[src/hw/rtl/wide_unsigned_arith_unit_assert.svh]
// assertion macros for the wide unsigned arithmetic unit
// no dependencies; included by the modules that check their own logic
`ifndef WIDE_UNSIGNED_ARITH_UNIT_ASSERT_SVH
`define WIDE_UNSIGNED_ARITH_UNIT_ASSERT_SVH
`ifndef SYNTHESIS
`define WUAU_ASSERT(lbl, clk, rst, prop) \
  lbl: assert property (@(posedge clk) disable iff (rst) prop) \
    else $error("wuau assertion failed");
`define WUAU_NEVER(lbl, clk, rst, prop) \
  lbl: assert property (@(posedge clk) disable iff (rst) !(prop)) \
    else $error("wuau forbidden condition seen");
`else
`define WUAU_ASSERT(lbl, clk, rst, prop)
`define WUAU_NEVER(lbl, clk, rst, prop)
`endif
`endif

[src/hw/rtl/wuau_pkg.sv]
// shared widths, operation codes and types for the wide unsigned arithmetic unit
// no dependencies; imported by wuau_addsub, wide_unsigned_arith_unit and tb_top
package wuau_pkg;

  localparam int W          = 96;
  localparam int AW         = W + 1;
  localparam int LAST       = W - 1;
  localparam int CNT_W      = $clog2(W);
  localparam int DATA_IN_W  = 2 * W;
  localparam int DATA_OUT_W = ((2 * W + 2 + 7) / 8) * 8;
  localparam int KIND_W     = 2;

  localparam logic [KIND_W-1:0] KIND_ADD = 2'd0;
  localparam logic [KIND_W-1:0] KIND_SUB = 2'd1;
  localparam logic [KIND_W-1:0] KIND_MUL = 2'd2;
  localparam logic [KIND_W-1:0] KIND_DIV = 2'd3;

  typedef struct packed {
    logic sub;
  } alu_ctrl_t;

  typedef struct packed {
    logic carry;
  } alu_stat_t;

endpackage

[src/hw/rtl/wide_unsigned_arith_unit.sv]
// top level of the wide unsigned arithmetic unit: sequencer, operand registers
// and output register around one shared adder; depends on wuau_pkg, wuau_addsub
//
// usage:
//   s_axis carries one request per beat: tuser is the operation kind
//   (add, subtract, multiply, divide), tdata the two 96-bit operands.
//   m_axis returns one result per request: quotient or result, remainder,
//   carry/borrow/overflow flag and divide-by-zero flag.
//   the block works on one request at a time and drops s_axis_tready while
//   busy. add, subtract and divide by zero take one step in the unit;
//   multiply and divide take 96 steps, one operand bit per cycle through
//   the shared 97-bit adder.
//   the result appears on m_axis the cycle after the last step.
//   m_axis is a register: while a result waits the next request is taken
//   and computed, and its last step holds until the output register frees.
//   rst clears the sequencer and the output valid; no request is lost or
//   repeated under any stall pattern on m_axis_tready.
`include "wide_unsigned_arith_unit_assert.svh"
module wide_unsigned_arith_unit (
  input  logic                                clk,
  input  logic                                rst,
  input  logic                                s_axis_tvalid,
  output logic                                s_axis_tready,
  // operand_a_low, operand_a_high, operand_b_low, operand_b_high
  input  logic [wuau_pkg::DATA_IN_W-1:0]      s_axis_tdata,
  // kind
  input  logic [wuau_pkg::KIND_W-1:0]         s_axis_tuser,
  output logic                                m_axis_tvalid,
  input  logic                                m_axis_tready,
  // result_low, result_high, remainder_low, remainder_high, carry_out,
  // divide_by_zero, zero fill
  output logic [wuau_pkg::DATA_OUT_W-1:0]     m_axis_tdata
);
  import wuau_pkg::*;

  localparam logic ST_IDLE = 1'b0;
  localparam logic ST_RUN  = 1'b1;

  logic              state;
  logic [KIND_W-1:0] kind;
  logic [W-1:0]      opa;
  logic [W-1:0]      opb;
  logic [W-1:0]      acc;
  logic [W-1:0]      quo;
  logic              ovf;
  logic [CNT_W-1:0]  cnt;

  logic [W-1:0]      acc_next;
  logic [W-1:0]      quo_next;
  logic              ovf_next;

  alu_ctrl_t         ctrl;
  alu_stat_t         stat;
  logic [AW-1:0]     x;
  logic [AW-1:0]     y;
  logic [AW-1:0]     sum;

  logic              bit_in;
  logic              dz;
  logic              last;
  logic              out_free;
  logic              fire;
  logic              load_out;
  logic [W-1:0]      res_val;
  logic [W-1:0]      rem_val;
  logic              flag_val;

  wuau_addsub u_addsub (
    .ctrl (ctrl),
    .x    (x),
    .y    (y),
    .sum  (sum),
    .stat (stat)
  );

  assign s_axis_tready = (state == ST_IDLE);
  assign bit_in        = quo[W-1];
  assign dz            = (kind == KIND_DIV) && (opb == '0);
  assign out_free      = !m_axis_tvalid || m_axis_tready;
  assign last          = (kind == KIND_ADD) || (kind == KIND_SUB) || dz ||
                         (cnt == CNT_W'(LAST));
  assign fire          = (state == ST_RUN) && (!last || out_free);
  assign load_out      = fire && last;

  always_comb begin
    ctrl.sub = 1'b0;
    x        = {1'b0, opa};
    y        = {1'b0, opb};
    acc_next = acc;
    quo_next = quo;
    ovf_next = ovf;
    res_val  = '0;
    rem_val  = '0;
    flag_val = 1'b0;
    case (kind)
      KIND_ADD: begin
        res_val  = sum[W-1:0];
        flag_val = stat.carry | sum[W];
      end
      KIND_SUB: begin
        ctrl.sub = 1'b1;
        res_val  = sum[W-1:0];
        flag_val = sum[W];
      end
      KIND_MUL: begin
        x        = {1'b0, acc[W-2:0], 1'b0};
        y        = bit_in ? {1'b0, opa} : '0;
        ovf_next = ovf | acc[W-1] | sum[W];
        acc_next = sum[W-1:0];
        quo_next = {quo[W-2:0], 1'b0};
        res_val  = ovf_next ? '0 : sum[W-1:0];
        flag_val = ovf_next;
      end
      default: begin
        ctrl.sub = 1'b1;
        x        = {acc, bit_in};
        acc_next = sum[W] ? x[W-1:0] : sum[W-1:0];
        quo_next = {quo[W-2:0], ~sum[W]};
        res_val  = dz ? '0 : quo_next;
        rem_val  = dz ? opa : acc_next;
      end
    endcase
  end

  always_ff @(posedge clk) begin
    if (rst) begin
      state         <= ST_IDLE;
      cnt           <= '0;
      m_axis_tvalid <= 1'b0;
    end else begin
      if (s_axis_tvalid && s_axis_tready) begin
        state <= ST_RUN;
        cnt   <= '0;
      end else if (fire) begin
        cnt <= cnt + CNT_W'(1);
        if (last) begin
          state <= ST_IDLE;
        end
      end
      if (load_out) begin
        m_axis_tvalid <= 1'b1;
      end else if (m_axis_tready) begin
        m_axis_tvalid <= 1'b0;
      end
    end
  end

  always_ff @(posedge clk) begin
    if (s_axis_tvalid && s_axis_tready) begin
      kind <= s_axis_tuser;
      opa  <= s_axis_tdata[W-1:0];
      opb  <= s_axis_tdata[2*W-1:W];
      acc  <= '0;
      ovf  <= 1'b0;
      quo  <= (s_axis_tuser == KIND_MUL) ? s_axis_tdata[2*W-1:W] : s_axis_tdata[W-1:0];
    end else if (fire) begin
      acc <= acc_next;
      quo <= quo_next;
      ovf <= ovf_next;
    end
    if (load_out) begin
      m_axis_tdata <= {(DATA_OUT_W-2*W-2)'(0), dz, flag_val, rem_val, res_val};
    end
  end

  `WUAU_ASSERT(a_accept_starts, clk, rst, s_axis_tvalid && s_axis_tready |=> state == ST_RUN)
  `WUAU_NEVER(a_cnt_range, clk, rst, state == ST_RUN && cnt > CNT_W'(LAST))
  `WUAU_ASSERT(a_dz_zero_quo, clk, rst, m_axis_tvalid && m_axis_tdata[2*W+1] |-> m_axis_tdata[W-1:0] == '0 && !m_axis_tdata[2*W])
  `WUAU_ASSERT(a_out_after_step, clk, rst, $rose(m_axis_tvalid) |-> $past(state) == ST_RUN)

endmodule

[src/hw/rtl/wuau_addsub.sv]
// shared 97-bit adder/subtractor used by every operation step
// depends on wuau_pkg
module wuau_addsub (
  input  wuau_pkg::alu_ctrl_t      ctrl,
  input  logic [wuau_pkg::AW-1:0]  x,
  input  logic [wuau_pkg::AW-1:0]  y,
  output logic [wuau_pkg::AW-1:0]  sum,
  output wuau_pkg::alu_stat_t      stat
);
  import wuau_pkg::*;

  logic [AW:0] full;

  always_comb begin
    full = {1'b0, x} + {1'b0, (ctrl.sub ? ~y : y)} + (AW+1)'(ctrl.sub);
  end

  assign sum        = full[AW-1:0];
  assign stat.carry = full[AW];

endmodule

[config.mk]
export PLATFORM = sky130hd
export DESIGN_NAME = wide_unsigned_arith_unit
export DESIGN_NICKNAME = d
export VERILOG_FILES = /design/src/hw/rtl/wuau_pkg.sv /design/src/hw/rtl/wide_unsigned_arith_unit.sv /design/src/hw/rtl/wuau_addsub.sv
export VERILOG_INCLUDE_DIRS = /design/src /design/src/hw/rtl
export SDC_FILE = /design/constraint.sdc
export NUM_CORES = 1
export LEC_CHECK = 0
export ABC_AREA = 1
export BUFFER_PORTS_ARGS = -buffer_cell sky130_fd_sc_hd__buf_2
export CORE_UTILIZATION = 35
export DETAILED_ROUTE_END_ITERATION = 7
export PLACE_DENSITY = 0.62
export SYNTH_ARGS = -nofsm -noshare
export SYNTH_HDL_FRONTEND = slang
export SYNTH_SLANG_ARGS = --single-unit
[constraint.sdc]
create_clock -name clk -period 12.2 [get_ports clk]
set_input_delay 2.44 -clock clk [delete_from_list [all_inputs] [get_ports clk]]
set_output_delay 2.44 -clock clk [all_outputs]
set_load 0.03 [all_outputs]
==> results of run 1 <==
-- cell type report --
class / instances / area share [%]
multi-input cells: 3578 / 40.1
flip-flops and latches: 590 / 39.4
inverters: 643 / 5.76
repair buffers: 431 / 5.39
clock buffers: 96 / 4.59
well taps: 1380 / 4.08
clock inverters: 29 / 0.654
diodes: 11 / 0.0651
-- registers in the layout, indices dropped and copies added (netlist names) --
| register | count |
|---|---|
| state | 1 |
| opb | 96 |
| m_axis_tdata | 194 |
| quo | 96 |
| ovf | 1 |
| acc | 96 |
| opa | 96 |
| m_axis_tvalid | 1 |
| cnt | 7 |
| kind | 2 |
-- worst max-delay path: cells and delay by family, from the launching register on --
kind | cells | cell delay [ns]
AOI/OAI and AO/OA | 2 | 1.04
adders and majority gates | 1 | 0.26
buffers and inverters | 6 | 2.46
DFF | 1 | 0.38
and+or+nand+nor | 15 | 2.30
-- layer usage --
| layer | vias up | track usage (%) |
|---|---|---|
| met3 | 210 | 2.94 |
| met2 | 1657 | 43.4 |
| met1 | 17064 | 38.8 |
| li1 | 17197 | - |
| met4 | 0 | 9.35 |
| met5 | - | 0 |
-- worst min-delay path by stage --
stage | startpoint | endpoint | slack (ns) | cells past startpoint
2_1_floorplan | cnt[2] | cnt[2] | 0.44 | 2
5_1_grt | acc[5] | acc[5] | 0.48 | 2
3_5_place_dp | acc[7] | acc[7] | 0.46 | 2
3_3_place_gp | cnt[2] | cnt[2] | 0.45 | 2
6_report | acc[21] | acc[21] | 0.47 | 2
4_1_cts | acc[7] | acc[7] | 0.47 | 2
-- placed cells by master (no fill, tap or decap), drive strengths merged, types with 67 or more instances in the layout --
master  count
a211oi     67
a21oi     449
buf       431
clkbuf     96
dfxtp     106
edfxtp    484
ha         97
inv       648
nand2    1369
nand3     192
nor2      544
o21ai     668
-- kinds of logic after synthesis --
logic type / count (synthesis) / synth area share, %
AOI/OAI and AO/OA: 1217 / 17.3
xor gates and xnor gates: 49 / 1.16
buffers and inverters: 867 / 9.30
DFF: 590 / 45.1
and+or+nand+nor: 2208 / 23.9
other: 1 / 0.0101
adders and majority gates: 98 / 3.34
-- through the flow --
step	hold WS (ns)	setup WS (ns)	cell area (µm²)	total power [mW]	std cells
after floorplan	0.436	2.76	37000	3.85	5035
after global routing	0.482	5.03	42300	6.94	6754
after global placement	0.452	5.80	40000	4.55	6622
after CTS	0.468	5.62	42200	6.63	6747
final	0.468	5.44	42300	6.63	6758
after detailed placement	0.456	5.66	40000	4.56	6622
-- cell usage after synthesis (3+ instances only) --
cell type,n
sky130_fd_sc_hd__xor2_1,46
sky130_fd_sc_hd__o21bai_1,11
sky130_fd_sc_hd__o21ai_1,43
sky130_fd_sc_hd__o21ai_0,622
sky130_fd_sc_hd__nor3_1,27
sky130_fd_sc_hd__clkbuf_1,163
sky130_fd_sc_hd__buf_6,12
sky130_fd_sc_hd__buf_2,20
sky130_fd_sc_hd__edfxtp_1,484
sky130_fd_sc_hd__nand2_2,7
sky130_fd_sc_hd__nand3b_1,3
sky130_fd_sc_hd__inv_2,3
sky130_fd_sc_hd__o211ai_1,8
sky130_fd_sc_hd__nand3_1,191
sky130_fd_sc_hd__dfxtp_1,106
sky130_fd_sc_hd__a21o_1,5
sky130_fd_sc_hd__buf_4,18
sky130_fd_sc_hd__nand2_1,1360
sky130_fd_sc_hd__nor2_1,537
sky130_fd_sc_hd__a21oi_1,449
sky130_fd_sc_hd__or2_0,4
sky130_fd_sc_hd__nor4_1,23
sky130_fd_sc_hd__ha_1,97
sky130_fd_sc_hd__buf_1,11
sky130_fd_sc_hd__a211oi_1,67
sky130_fd_sc_hd__nand4_1,36
sky130_fd_sc_hd__xnor2_1,3
sky130_fd_sc_hd__inv_1,637
sky130_fd_sc_hd__and3_1,3
sky130_fd_sc_hd__nor2_2,5
-- power groups by stage --
stage	clock, mW	sequential [mW]	combinational (mW)
floorplan	0	2.63	1.22
finish	2.06	2.54	2.03
CTS	2.10	2.53	2.00
global route	2.17	2.55	2.21
global placement	0	2.57	1.97
detailed placement	0	2.57	1.99
==> results list, run 1 <==
- Total of flip-flops plus latches after synthesis: 590
* Final core utilization: around 40%
* Height of the die: ~330 µm
- Summing every instance area after synthesis gives 37000 µm².
- In the routed design, unresolved DRC markers number 0.
- Status: complete, no violations
- Clock tree synthesis selected as its root buffer the cell sky130_fd_sc_hd__clkbuf_16.
- From left edge to right edge, the die measures roughly 330 µm.
- The total overflow left after global routing is 0.
* Reg area: 16700 µm²
- Counting the buffers created by CTS gives 68.
- Data on the critical path is required at its endpoint by between 10 and 15 ns.
- Compared with the post-synthesis result, the final layout area differs by 14.3%.
- Total negative slack for setup checks: 0 ns
* I/O Buffers: ~400
- The first global-routing pass estimated about 220000 µm of wire.
- Transition time at the pin with the least slew margin: 1.04 ns
- The max-slew violation count was 0.
- Internal power comes to approximately 4.1 mW.
* Share of total power in sequential cells: 38.3%
- Maximum vdd ir drop: between 0.09 and 0.1 mV
- The highest layer touched by signal routing is met4.
* Category of the critical setup timing path: reg -> reg
* Synth Area per Inst: around 7.4 µm²
- Traced cell by cell, the critical path runs through buf_4, nor2_2, inv_2, buf_4, nor2_1, a211oi_1, ha_1, nand2_1, nor2_1, inv_1, nor2_1, inv_1, nor2_1, nand2_1, nand2_2, nand2_1, nand3_1, nand2_1, nand2_2, nand2_2, o21ai_4, buf_4, nand2_1, nand2_1.
- Summing over every cut layer, the via total after detailed routing is roughly 36000.
- Clock skew: ~0.037 ns
- Final setup violating endpoints: 0
* Number of global-route vias before repair: 34038
* RSZ-0062 raised after global routing: no
* Area share of the largest cell type after synthesis: 39.3%
- Post-CTS setup buffer count: 0
- Hold Path Class: reg -> reg
* Worst path most repeated cell: sky130_fd_sc_hd__nand2_1
- Cells with a size suffix above 1 make up 10.6% of the layout.
- Post-route met1 wirelength: roughly 67000 µm
- Standby leakage power: between 15 and 20 nW
- In this run the power spent charging and discharging nets is about 2.5 mW.
- Count of yosys warnings during synthesis: 0
- Cell types occupying the most area after synthesis: sky130_fd_sc_hd__edfxtp_1, sky130_fd_sc_hd__nand2_1, sky130_fd_sc_hd__o21ai_0, sky130_fd_sc_hd__inv_1, sky130_fd_sc_hd__a21oi_1
- Global routing used 27.4% of the available tracks across all layers.
- The worst setup path is captured at a register.
* Number of cells produced by synthesis: approximately 5000
- In this run, synthesis inferred between 400 and 500 flip-flops with an integrated enable.
- Setup slack on the worst flop-to-flop path: 5.44 ns
* Starting Density: approximately 36%
- Final estimated routing congestion in global placement: around 1.0
- Measured against its own limit, the worst slew margin works out to between 30% and 40%.
* Fmax achieved: ~150 MHz
- Summed over all nets, the half-perimeter wirelength after detailed placement is around 120000 µm.
- Core area: ~100000 µm²
- Data arrival, critical path: approximately 7.3 ns
* Cell type with the largest total area after synthesis: sky130_fd_sc_hd__edfxtp_1
- Part of the total power dissipated in combinational logic: between 30 and 40%
- The number of hold violations in the final report came to 0.
* Num ports: 400
- The most critical setup path has its endpoint at m_axis_tdata[56].
- Num Clock Sinks: a little under 600
* P per Cell Area: around 160 nW/µm²
- The clock network accounts for a little over 30% of the total power.
- Clock-pin slew was measured on the worst setup and hold paths at about 0.060 ns.
* DR vias/cell: about 5.3
- Drt total wl: between 150000 and 200000 µm
- Max-cap violations in this run came to 0.
* Critical path fanouts, max: 79
- Clock network latency to the later pin of the worst-skew pair: around 0.67 ns
* Number of detailed-routing iterations run before antenna repair: 6
- Post-CTS sizing: 0
- Number of fillers in the final layout: 10907
- Clock tree from TritonCTS: yes
- In this run the deepest clock path goes through 3 buffers.
- In this design, the stage delay of the slowest critical-path cell is approximately 0.66 ns.
- For this design, the CTS-stage hold fixing added 0 buffers.
* Switching power as a share of total power: approximately 37%
* Cell with the largest stage delay on the worst path: sky130_fd_sc_hd__buf_4
* Starting DRT DRC Count: between 3000 and 4000
- Primary FF master, synth: sky130_fd_sc_hd__edfxtp_1
- Placement Rows: 118
* Number of antenna violations at the first check in global routing: 10
- In this run the critical register-to-register path is launched from kind[1].
- Seq/Total Area, Yosys: a little under half
* Total Die Area: roughly 110000 µm²
* Post-route ant nets: 0
* Proportion of register bits with asynchronous set or reset after synthesis: 0%
- Final Critical Period: 6.76 ns
- Number of different library cells in the post-synthesis netlist: 52
* Startpoint kind of the worst setup timing path: register
- Routed length per placed instance: between 20 and 25 µm
* Met3 wire length: 11000 µm
- Multi-input logic area: 16900 µm²
* CP startpoint: kind[1]
* Maximum level of the CTS H-tree: 3
- Net count, final: 5608
- After detailed routing, the met2 layer carries approximately 68000 µm of wire.
* Share of the clock period used by the worst path after layout: between 50% and 60%
* R2R Path End: m_axis_tdata[56]
* Largest net degree at the start of global routing: 121
- Number of cells on the worst reg-to-reg path: 24
Note: power is estimated with default switching activity, not from simulation.
==> run 2: changes to the inputs <==
==> constraint.sdc (replaced) <==
create_clock -name clk -period 7 [get_ports clk]
set_input_delay 1.4 -clock clk [delete_from_list [all_inputs] [get_ports clk]]
set_output_delay 1.4 -clock clk [all_outputs]
set_load 0.03 [all_outputs]
==> results list, run 2 (synthesis results as in run 1) <==
* Critical Path, Cell by Cell: inv_4, nand2_4, buf_4, buf_4, a21oi_1, a211oi_1, ha_1, a21oi_1, o21ai_0, nand2_1, nand2_1, nand2_1, nand2_1, a21oi_1, nand4_1, nand2_2, buf_12, nand2_2, o21ai_4, buf_12, nand2_1, nand2_1 (was buf_4, nor2_2, inv_2, buf_4, nor2_1, a211oi_1, ha_1, nand2_1, nor2_1, inv_1, nor2_1, inv_1, nor2_1, nand2_1, nand2_2, nand2_1, nand3_1, nand2_1, nand2_2, nand2_2, o21ai_4, buf_4, nand2_1, nand2_1)
* Number of vias after detailed routing: 36283 (was 36128)
- The number of fill cells in the layout came to 10816 (was 10907).
- The classification of the worst-slack hold path is reg -> reg (unchanged).
- Clock network latency to the later pin of the worst-skew pair: 0.64 ns (was 0.67 ns)
- The worst-path cell with the longest stage delay is sky130_fd_sc_hd__buf_4 (unchanged).
- Status: complete, no violations (unchanged).
- The number of max-cap violations was 0 (unchanged).
- Met1 Resource Use GR: 37.6% (was 38.8%)
- Max Transition Viols Final: 0 (unchanged)
- The maximum vdd ir drop is 0.148 mV (was 0.0982 mV).
* Post-route ant nets: 0 (unchanged)
- The average detailed-routed wire length per instance came to 22.0 µm (was 22.3 µm).
- Net count, final: 5622 (was 5608)
* Register bank with the most flops: m_axis_tdata (unchanged)
- The arrival time of the worst setup path is 5.88 ns (was 7.27 ns).
- TritonCTS buffer count: 68 (unchanged)
- The initial core utilization is 35.5% (unchanged).
- The critical-path maximum fanout was 84 (was 79).
- The post-place instance area came to 40300 µm² (was 40000 µm²).
- Post-CTS sizing: 0 (unchanged)
* Hold bufs inserted after CTS: 0 (unchanged)
* Count of unresolved DRC violations after routing: 0 (unchanged)
- The number of rows in the core area was 118 (unchanged).
* Slew Limit Headroom: 29.5% (was 30.9%)
* Number of global-route vias before repair: 33960 (was 34038)
- The final critical-path share of the clock period is 76.9% (was 55.4%).
* Met2 Resource Use GR: 43.6% (was 43.4%)
* Total negative slack for setup checks: 0 ns (unchanged)
- Standby leakage power: 19.1 nW (was 19.0 nW)
- CTS Root Cell: sky130_fd_sc_hd__clkbuf_16 (unchanged)
- The TritonCTS clock tree was yes (unchanged).
- Startpoint kind of the worst setup timing path: register (unchanged)
- Crit path capture type: register (unchanged)
- The peak-usage layer in the global routing report is met2 (unchanged).
- The path type of the worst setup path was reg -> reg (unchanged).
- Fmax achieved: 186 MHz (was 148 MHz)
- Design Area, Final: 42600 µm² (was 42300 µm²)
- Final Hold Viols: 0 (unchanged)
- Global-route wire length before repair: 218000 µm (was 220000 µm)
* Transition time at the pin with the least slew margin: 1.05 ns (was 1.04 ns)
- Num ports: 400 (unchanged)
* Total Die Area: 107000 µm² (unchanged)
* Final setup violating endpoints: 0 (unchanged)
* Num Clock Sinks: 590 (unchanged)
- The wire length after detailed routing is 149000 µm (was 151000 µm).
- Clock slew at reported path FFs: 0.06 ns (about the same)
- The number of H-tree levels was 3 (unchanged).
* Flip-flop count of the largest register, all copies and words added: 194 (unchanged)
- The half-perimeter wire length of the detailed placement result was 115000 µm (was 116000 µm).
* I/O Buffers: 393 (unchanged)
* P per Cell Area: 273 nW/µm² (was 157 nW/µm²)
- The layout-stage area growth over the synthesis result was 15.1% (was 14.3%).
- RSZ-0062 raised after global routing: no (unchanged).
* Final Critical Period: 5.38 ns (was 6.76 ns)
- The clock skew after layout was 0.0219 ns (was 0.0368 ns).
- The chip width was 327 µm (unchanged).
- The overall power after layout is 11.6 mW (was 6.63 mW).
- Post-CTS setup buffer count: 0 (unchanged)
* Height of the die: 327 µm (unchanged)
- DR vias/cell: 5.36 (was 5.35)
- Commonest cells after routing, fill and taps aside: sky130_fd_sc_hd__nand2_1, sky130_fd_sc_hd__inv_1, sky130_fd_sc_hd__o21ai_0 (unchanged)
* Number of antenna violations at the first check in global routing: 15 (was 10)
- The utilization of the core after routing came to 40.9% (was 40.6%).
- Bufs on Longest Clock Path: 3 (unchanged)
- The first-pass iteration count of the detailed router is 6 (unchanged).
* Most common library cell in the layout ignoring fill and taps: sky130_fd_sc_hd__nand2_1 (unchanged)
- The aggregate global-route resource usage was 27.1% (was 27.4%).
* Fraction of final layout cells sized beyond drive strength 1: 10.9% (was 10.6%)
- The pin count of the biggest net entering global routing is 149 (was 121).
- Final estimated routing congestion in global placement: 1.05 (was 1.04)
- Critical Path Max Stage Delay: 0.46 ns (was 0.66 ns)
- Core area: 104000 µm² (unchanged)
* Critical path data required time: 7.50 ns (was 12.71 ns)
* Global routing usage on met3: 3.48% (was 2.94%)
- The starting DRC count in detailed routing is 4097 (was 3822).
* GRT overflow: 0 (unchanged)
- The most frequent cell on the critical path is sky130_fd_sc_hd__nand2_1 (unchanged).
-- run 2: critical path, delay by kind of cell, from the launching register on --
family | cells | cell delay [ns]
AO/OA/AOI/OAI | 6 | 1.13
adder cells (fa/ha/maj) | 1 | 0.32
buffers and inverters | 5 | 1.71
flip-flops | 1 | 0.43
AND/OR/NAND/NOR | 10 | 1.49
-- run 2: path summary, 6_finish.rpt --
path	from	end	slack, ns	cells after the start
worst max-delay path	kind[0]	m_axis_tdata[89]	1.62	22
worst min-delay path	cnt[2]	cnt[2]	0.46	2
worst max register to register	kind[0]	m_axis_tdata[89]	1.62	22
worst min register to register	cnt[2]	cnt[2]	0.46	2
-- run 2: layout make-up --
type	instances	area [µm²]	area share [%]
multi-input combinational	3578	16900	39.8
tap	1380	1730	4.06
inverter	643	2430	5.72
clock buffer	88	1860	4.37
sequential	590	16700	39.1
clock inverter	35	390	0.917
antenna	5	12.5	0.0294
timing repair buffer	445	2530	5.95
-- run 2: stage by stage --
| stage | hold WS [ns] | instances | setup slack [ns] |
|---|---|---|---|
| 6_report | 0.463 | 6764 | 1.62 |
| 3_5_place_dp | 0.457 | 6636 | 1.74 |
| 5_1_grt | 0.487 | 6764 | 1.28 |
| 4_1_cts | 0.467 | 6759 | 1.70 |
| 2_1_floorplan | 0.436 | 5035 | 0.889 |
| 3_3_place_gp | 0.449 | 6636 | 1.88 |
-- run 2: report_power, final --
group          switching (mW)  internal (mW)
Clock                    1.51           2.15
Combinational            2.59          0.948
Sequential              0.211           4.22
Total                    4.30           7.32
-- run 2: routing by layer --
layer | routed length [µm] | share of wire (%) | vias to the layer above
met5 | 30 | 0.020 | -
met3 | 11700 | 7.8 | 208
li1 | - | - | 17219
met4 | 4980 | 3.3 | 6
met1 | 64500 | 43 | 17160
met2 | 67900 | 46 | 1690
